===== src/rtl/bpfm_pkg.sv =====
// ----------------------------------------------------------------------------
// bpfm_pkg: shared types and constants of the band projection feature matcher
// Register map, controller states and controller/datapath handshake structs.
// ----------------------------------------------------------------------------
package bpfm_pkg;

  localparam int DEF_MAX_WIDTH  = 1024;
  localparam int DEF_MAX_HEIGHT = 1024;

  localparam logic [2:0] REG_IMAGE_WIDTH  = 3'd0;
  localparam logic [2:0] REG_ROW_THRESH   = 3'd1;
  localparam logic [2:0] REG_REF_ENERGY   = 3'd2;
  localparam logic [2:0] REG_REF_COL_CENT = 3'd3;
  localparam logic [2:0] REG_REF_ROW_CENT = 3'd4;
  localparam logic [2:0] REG_REF_PEAK_COL = 3'd5;
  localparam logic [2:0] REG_REF_PEAK_ROW = 3'd6;

  localparam logic [10:0] RST_IMAGE_WIDTH = 11'd1024;
  localparam logic [17:0] RST_ROW_THRESH  = 18'd5;

  typedef enum logic [3:0] {
    ST_CLEAR,
    ST_IDLE,
    ST_ROW,
    ST_ACC,
    ST_ACC_END,
    ST_SCAN,
    ST_SCAN_END,
    ST_DIV_COL,
    ST_DIV_ROW,
    ST_LOAD
  } bpfm_state_t;

  typedef struct packed {
    logic take_pixel;
    logic row_eval;
    logic walk_clr;
    logic acc_step;
    logic scan_step;
    logic clear_step;
    logic div_start_col;
    logic div_start_row;
    logic div_step;
    logic cap_col;
    logic cap_row;
    logic load_out;
    logic finish;
  } bpfm_cmd_t;

  typedef struct packed {
    logic row_end;
    logic incl;
    logic emit;
    logic band_done;
    logic acc_last;
    logic all_last;
    logic div_done;
    logic out_free;
  } bpfm_sts_t;

endpackage


===== src/rtl/bpfm_ctrl.sv =====
// ----------------------------------------------------------------------------
// bpfm_ctrl: sequencer of the band projection feature matcher
// Steps pixel intake, row decision, column walks, divisions and result load.
// ----------------------------------------------------------------------------
module bpfm_ctrl
  import bpfm_pkg::*;
(
  input  logic      clk,
  input  logic      rst_n,
  input  logic      in_valid,
  output logic      in_stall,
  input  bpfm_sts_t sts,
  output bpfm_cmd_t cmd
);

  bpfm_state_t state_r, state_nxt;

  always_ff @(posedge clk) begin
    if (!rst_n) begin
      state_r <= ST_CLEAR;
    end else begin
      state_r <= state_nxt;
    end
  end

  always_comb begin
    state_nxt = state_r;
    unique case (state_r)
      ST_CLEAR: begin
        if (sts.all_last) state_nxt = ST_IDLE;
      end
      ST_IDLE: begin
        if (in_valid && sts.row_end) state_nxt = ST_ROW;
      end
      ST_ROW: begin
        if (sts.incl) state_nxt = ST_ACC;
        else if (sts.emit) state_nxt = ST_SCAN;
        else state_nxt = ST_IDLE;
      end
      ST_ACC: begin
        if (sts.acc_last) state_nxt = ST_ACC_END;
      end
      ST_ACC_END: begin
        state_nxt = sts.band_done ? ST_SCAN : ST_IDLE;
      end
      ST_SCAN: begin
        if (sts.all_last) state_nxt = ST_SCAN_END;
      end
      ST_SCAN_END: begin
        state_nxt = ST_DIV_COL;
      end
      ST_DIV_COL: begin
        if (sts.div_done) state_nxt = ST_DIV_ROW;
      end
      ST_DIV_ROW: begin
        if (sts.div_done) state_nxt = ST_LOAD;
      end
      ST_LOAD: begin
        if (sts.out_free) state_nxt = ST_IDLE;
      end
      default: state_nxt = ST_CLEAR;
    endcase
  end

  always_comb begin
    cmd      = '0;
    in_stall = 1'b1;
    unique case (state_r)
      ST_CLEAR: begin
        cmd.clear_step = 1'b1;
      end
      ST_IDLE: begin
        in_stall       = 1'b0;
        cmd.take_pixel = in_valid;
      end
      ST_ROW: begin
        cmd.row_eval = 1'b1;
        cmd.walk_clr = 1'b1;
        cmd.finish   = !sts.incl && !sts.emit;
      end
      ST_ACC: begin
        cmd.acc_step = 1'b1;
      end
      ST_ACC_END: begin
        cmd.walk_clr = 1'b1;
        cmd.finish   = !sts.band_done;
      end
      ST_SCAN: begin
        cmd.scan_step = 1'b1;
      end
      ST_SCAN_END: begin
        cmd.div_start_col = 1'b1;
      end
      ST_DIV_COL: begin
        cmd.div_step      = !sts.div_done;
        cmd.cap_col       = sts.div_done;
        cmd.div_start_row = sts.div_done;
      end
      ST_DIV_ROW: begin
        cmd.div_step = !sts.div_done;
        cmd.cap_row  = sts.div_done;
      end
      ST_LOAD: begin
        cmd.load_out = sts.out_free;
        cmd.finish   = sts.out_free;
      end
      default: cmd = '0;
    endcase
  end

endmodule


===== config.mk =====
export PLATFORM = sky130hd
export DESIGN_NAME = bpfm_ctrl
export DESIGN_NICKNAME = d
export VERILOG_FILES = /design/src/rtl/bpfm_pkg.sv /design/src/rtl/bpfm_ctrl.sv
export SDC_FILE = /design/constraint.sdc
export NUM_CORES = 1
export LEC_CHECK = 0
export BUFFER_PORTS_ARGS = -buffer_cell sky130_fd_sc_hd__buf_2
export CAP_MARGIN = 20
export CORE_AREA = 2 2 39 41
export CTS_BUF_LIST = sky130_fd_sc_hd__clkbuf_4 sky130_fd_sc_hd__clkbuf_8 sky130_fd_sc_hd__clkbuf_16
export CTS_CLUSTER_SIZE = 16
export DETAILED_ROUTE_END_ITERATION = 10
export DIE_AREA = 0 0 41 43
export PLACE_DENSITY = 0.71
export SLEW_MARGIN = 5
export SYNTH_ARGS = -nofsm -noshare
export SYNTH_HDL_FRONTEND = slang
export SYNTH_SLANG_ARGS = --single-unit

===== constraint.sdc =====
create_clock -name clk -period 4.3 [get_ports clk]
set_clock_uncertainty 0.15 [all_clocks]
set_input_delay 0.43 -clock clk [delete_from_list [all_inputs] [get_ports clk]]
set_output_delay 0.43 -clock clk [all_outputs]
set_load 0.005 [all_outputs]

==> results.json, run 1 <==
{
  "outcome": "finished, final reports clean",
  "rr_endpoint": "state_r[1]$_SDFFE_PN0P_",
  "reg2reg_from": "state_r[1]$_SDFFE_PN0P_",
  "netlist_area_um2": 543,
  "synth_seq_cells": 4,
  "worstSetupEndpointType": "primary output",
  "tns_ns": 0,
  "synth_edf_count": 0,
  "tritoncts": "yes",
  "min_from": "rst_n",
  "coreArea_um2": 1380,
  "synth_area_leaders": "dfxtp_1, or4b_4, nor2_1",
  "period_share_pct": 53.3,
  "cts_sinks": 4,
  "die_w_um": 41,
  "dr_total_vias": 602,
  "syn_nets": 81,
  "synthFlopType": "dfxtp_1",
  "wl_per_cell_um": 12.5,
  "critPathMaxStageDelay_ns": 0.73,
  "min_period_ns": 2.29,
  "grt_overflow": 0,
  "fmax_mhz": 436,
  "insertion_delay_ns": 0.23,
  "io_pins": 25,
  "synth_commonest_cells": "nor2_1, inv_1, clkbuf_1, dfxtp_1, nor3_1",
  "grt_setup_unrepaired": "no",
  "postSynthAreaPerCell_um2": 7.76,
  "cts_buffers": 3,
  "async_reset_ff_share_pct": 0,
  "gp_congestion": 0.830,
  "htreeDepth": 1,
  "wl_um": 1330,
  "leakagePower_nw": 0.293,
  "finalSetupViolCount": 0,
  "cp_num_buf_inv": 1,
  "die_y_um": 43,
  "post-route-drc-count": 0,
  "arrival_ns": 1.71,
  "die_area_um2": 1760,
  "drtAntennaViolNets": 0,
  "cts_root_buf": "clkbuf_4",
  "grt_start_max_net_pins": 22,
  "place.port_buffers": 24,
  "start_util_pct": 39.2,
  "dp_hpwl_um": 995,
  "cp.required_ns": 3.72,
  "yosysTopAreaCellShare_pct": 14.7,
  "area_delta_synth_final_pct": 22.8,
  "cp_top_family": "flip-flops",
  "yosysWarnings": 0,
  "drv_slew": 0,
  "cellPowerDensity_nw_per_um2": 288,
  "grt_pass1_wl_um": 2100,
  "first_pass_iters": 4,
  "drtIter0Drc": 11,
  "clk_pin_slew_worst_paths_ns": 0.04,
  "worstPathCellList": "nor4b_2 > nand2b_1 > o22ai_1 > buf_2",
  "hold_path.class": "in -> reg",
  "yosys.area.top_type": "dfxtp_1",
  "cp_max_fo": 21,
  "reg2reg_depth": 4,
  "drive_gt1_share_pct": 36.7,
  "relSlewSlack_pct": 56.5,
  "antenna_cells": 0,
  "synth_cell_types": 39,
  "path_depth": 4,
  "critPathLaunchType": "register",
  "largest_reg_flops": 4,
  "syn_inst": 70,
  "grt_pass1_vias": 494,
  "worstHoldEndpoint": "state_r[3]$_SDFFE_PN0P_",
  "viasPerCell": 5.68,
  "grt.total_usage_pct": 17.0,
  "nNetsFinal": 103,
  "maxCapViolCount": 0,
  "crit_slowest_cell": "dfxtp_1",
  "fin_area_um2": 667,
  "hold_depth": 2,
  "path_class": "reg -> out",
  "postCtsHoldBufs": 0,
  "synth.most_common_cell": "nor2_1",
  "post_cts_buffers": 0,
  "post_dp_cell_area_um2": 644,
  "worst_pin_slew_ns": 0.652,
  "ctsLongestPathBuffers": 2,
  "hold_viol_final": 0,
  "rows": 14,
  "reg2reg_slack_ns": 2.24,
  "antenna_found_initial": 0,
  "postCtsResizedCells": 0,
  "yosysSeqAreaShare_pct": 14.7,
  "top_register": "state_r",
  "peakVddDrop_mv": 0.155,
  "top_regs": "state_r: 4 flops"
}
-- cell usage in the layout (no fill, tap or decap) --
cell	n
a2111oi_0	2
a211oi_1	1
a211oi_2	1
a211oi_4	1
a21boi_0	1
a21oi_1	1
a31oi_1	1
a32o_1	1
and2_1	1
and3_1	2
and3b_1	1
and4_1	1
buf_2	24
clkbuf_4	3
dfxtp_1	4
inv_1	6
mux2i_1	2
nand2_1	3
nand2b_1	1
nand3b_1	1
nand4_1	1
nor2_1	7
nor3_1	4
nor4_1	2
nor4b_1	2
nor4b_2	1
o2111ai_1	1
o211ai_1	1
o21a_1	1
o21ai_0	2
o22ai_1	2
o22ai_4	1
o31a_1	1
or3b_1	2
or4_1	1
or4b_4	2
xnor2_1	1
-- per-layer routing --
layer / vias to the layer above / GRT usage [%] / part of all wire (%)
met5: - / 0 / 0
met4: 0 / 10.0 / 0
met3: 0 / 1.57 / 3.7
met2: 14 / 23.1 / 45
met1: 282 / 24.7 / 51
li1: 306 / - / -
-- cell type report --
class / instances / area, µm²
clock buffers: 3 / 22.5
fillers: 141 / 717
repair buffers: 24 / 120
multi-input cells: 53 / 402
inverters: 6 / 22.5
flip-flops and latches: 4 / 80.1
well taps: 16 / 20.0
-- worst max-delay path by stage --
stage	start	endpoint	slack (ns)
6_report	state_r[1]$_SDFFE_PN0P_	cmd[0]	2.01
5_1_grt	state_r[1]$_SDFFE_PN0P_	cmd[0]	1.86
4_1_cts	state_r[3]$_SDFFE_PN0P_	cmd[4]	2.01
3_5_place_dp	state_r[1]$_SDFFE_PN0P_	state_r[1]$_SDFFE_PN0P_	2.27
3_3_place_gp	state_r[3]$_SDFFE_PN0P_	cmd[4]	2.29
2_1_floorplan	state_r[2]$_SDFFE_PN0P_	cmd[5]	2.49
-- stage by stage --
stage	util (%)	std cells	hold WS (ns)	power, W	worst slack (ns)
after floorplan	-	70	0.397	0.000123	2.49
after global placement	46.6	103	0.574	0.000146	2.29
after detailed placement	46.6	103	0.579	0.000146	2.27
after CTS	48.2	106	0.334	0.000194	2.01
after global routing	48.2	106	0.334	0.000208	1.86
final	48.2	106	0.338	0.000192	2.01
-- logic make-up (layout without fill, tap and decap cells) --
family | count (synthesis) | in the layout | share of synthesized area [%]
XOR/XNOR | 1 | 1 | 1.61
flip-flops | 4 | 4 | 14.7
buffers and inverters | 13 | 33 | 11.3
AND/OR/NAND/NOR | 32 | 32 | 38.9
multiplexers | 2 | 2 | 3.69
AO/OA/AOI/OAI | 18 | 18 | 29.7
-- power breakdown --
group | internal [W] | switching [W]
logic | 0.0000426 | 0.0000405
registers | 0.0000419 | 0.0000213
clock network | 0.0000312 | 0.0000144
No activity file was read; power rests on OpenSTA's default activity.
==> inputs of run 2 (changes only) <==
- CORE_AREA: 2 2 39 41 -> unset
- CORE_MARGIN: unset -> 2
- CORE_UTILIZATION: unset -> 40
- DIE_AREA: 0 0 41 43 -> unset
- PLACE_DENSITY: 0.71 -> 0.73
- clock period: 4.3 -> 1.86 ns (I/O delays scaled with it)
==> results.json, run 2 (synthesis results as in run 1) <==
{
  "wl_per_cell_um": 12.8,
  "cellPowerDensity_nw_per_um2": 662,
  "insertion_delay_ns": 0.23,
  "tns_ns": 0,
  "die_y_um": 40.8,
  "clk_pin_slew_worst_paths_ns": 0.04,
  "worst_pin_slew_ns": 0.446,
  "dr_total_vias": 636,
  "htreeDepth": 1,
  "arrival_ns": 1.46,
  "drive_gt1_share_pct": 48.5,
  "grt_pass1_vias": 492,
  "peakVddDrop_mv": 0.450,
  "dp_hpwl_um": 1150,
  "maxCapViolCount": 0,
  "post-route-drc-count": 0,
  "tritoncts": "yes",
  "drtIter0Drc": 17,
  "grt_start_max_net_pins": 13,
  "top_register": "state_r",
  "cts_root_buf": "clkbuf_4",
  "largest_reg_flops": 4,
  "place.port_buffers": 24,
  "io_pins": 25,
  "place_inst": 109,
  "die_area_um2": 1670,
  "grt_pass1_wl_um": 2100,
  "cp.required_ns": 1.52,
  "cp_top_family": "simple AND/OR/NAND/NOR gates",
  "sw_frac_of_total_pct": 38.5,
  "fmax_mhz": 558,
  "crit_slowest_cell": "or4b_4",
  "rows": 13,
  "relSlewSlack_pct": 69.5,
  "wl_um": 1430,
  "drv_slew": 0,
  "worstSetupEndpointType": "primary output",
  "gp_congestion": 0.835,
  "mostFrequentLayoutCell": "buf_2",
  "fin_cells": 112,
  "start_util_pct": 42.3,
  "viasPerCell": 5.68,
  "critPathMaxStageDelay_ns": 0.51,
  "grt_overflow": 0,
  "antenna_found_initial": 0,
  "period_share_pct": 96.4,
  "path_class": "reg -> out",
  "switching_power_w": 0.000193,
  "hold_path.class": "in -> reg",
  "cts_sinks": 4,
  "finalSetupViolCount": 0,
  "coreArea_um2": 1280,
  "leakagePower_nw": 0.336,
  "first_pass_iters": 4,
  "grt.total_usage_pct": 18.7,
  "worstPathCellList": "buf_6 > or4b_4 > a21oi_2 > buf_2",
  "cp_max_fo": 8,
  "cp_num_buf_inv": 2,
  "critPathLaunchType": "register",
  "antenna_cells": 0,
  "hold_viol_final": 0,
  "postCtsHoldBufs": 0,
  "top_regs": "state_r: 4 flops",
  "drtAntennaViolNets": 0,
  "outcome": "finished, final reports clean",
  "cts_buffers": 3,
  "combPwrFrac_pct": 55.7,
  "p_int_w": 0.000307,
  "die_w_um": 40.8,
  "area_delta_synth_final_pct": 39.2,
  "fillers": 128,
  "grt_setup_unrepaired": "no",
  "nNetsFinal": 110,
  "clkPwrFrac_pct": 21.4,
  "ctsLongestPathBuffers": 2,
  "min_period_ns": 1.79,
  "final_cell_mix": "buf_2, inv_1, nor2_1",
  "seqPwrFrac_pct": 22.9,
  "reg2reg_slack_ns": 0.11
}
-- run 2: changes by cell type in the layout (fill, tap and decap cells not counted), sizes merged --
cell,before,now
buf,24,31
-- run 2: worst paths after layout --
check,from,end,cells after the start
hold reg to reg,state_r[1]$_SDFFE_PN0P_,state_r[1]$_SDFFE_PN0P_,3
hold / removal,rst_n,state_r[3]$_SDFFE_PN0P_,2
setup / recovery,state_r[1]$_SDFFE_PN0P_,cmd[4],4
setup reg to reg,state_r[0]$_SDFFE_PN0P_,state_r[1]$_SDFFE_PN0P_,4
-- run 2: power by group through the flow --
stage | clock network [W] | registers, W | logic [W]
after global placement | 0 | 0.000113 | 0.000260
final | 0.000107 | 0.000114 | 0.000279
after CTS | 0.000112 | 0.000112 | 0.000270
after detailed placement | 0 | 0.000113 | 0.000263
after floorplan | 0 | 0.000107 | 0.000177
after global routing | 0.000119 | 0.000117 | 0.000306
-- run 2: cell type report --
| class | instances | area, µm² | area share (%) |
|---|---|---|---|
| multi-input cells | 53 | 422 | 55.8 |
| repair buffers | 31 | 184 | 24.3 |
| flip-flops and latches | 4 | 86.3 | 11.4 |
| clock buffers | 3 | 22.5 | 2.98 |
| inverters | 6 | 22.5 | 2.98 |
| well taps | 15 | 18.8 | 2.48 |
-- run 2: repair_timing --
item / CTS / global route
endpoints found under the setup margin: 2 / 7
pin swaps: 0 / 6
setup buffers: 0 / 0
resized for setup: 4 / 8
-- run 2: through the flow --
stage	power (W)	utilization, %	cell area [µm²]	hold WS (ns)	worst slack (ns)
global placement	0.000373	54.1	696	0.328	0.0980
CTS	0.000494	57.1	733	0.0746	0.00395
finish	0.000500	58.8	756	0.0815	0.0668
detailed placement	0.000376	54.1	696	0.325	0.0967
floorplan	0.000284	-	543	0.153	0.236
global route	0.000541	58.8	756	0.0786	0.00550
-- run 2: metal layers --
metal | part of all wire, % | vias up | track usage (%)
met1 | 48 | 295 | 26.0
li1 | - | 320 | -
met4 | 0 | 0 | 7.50
met5 | 0 | - | 0
met3 | 5.1 | 0 | 1.63
met2 | 47 | 21 | 29.3
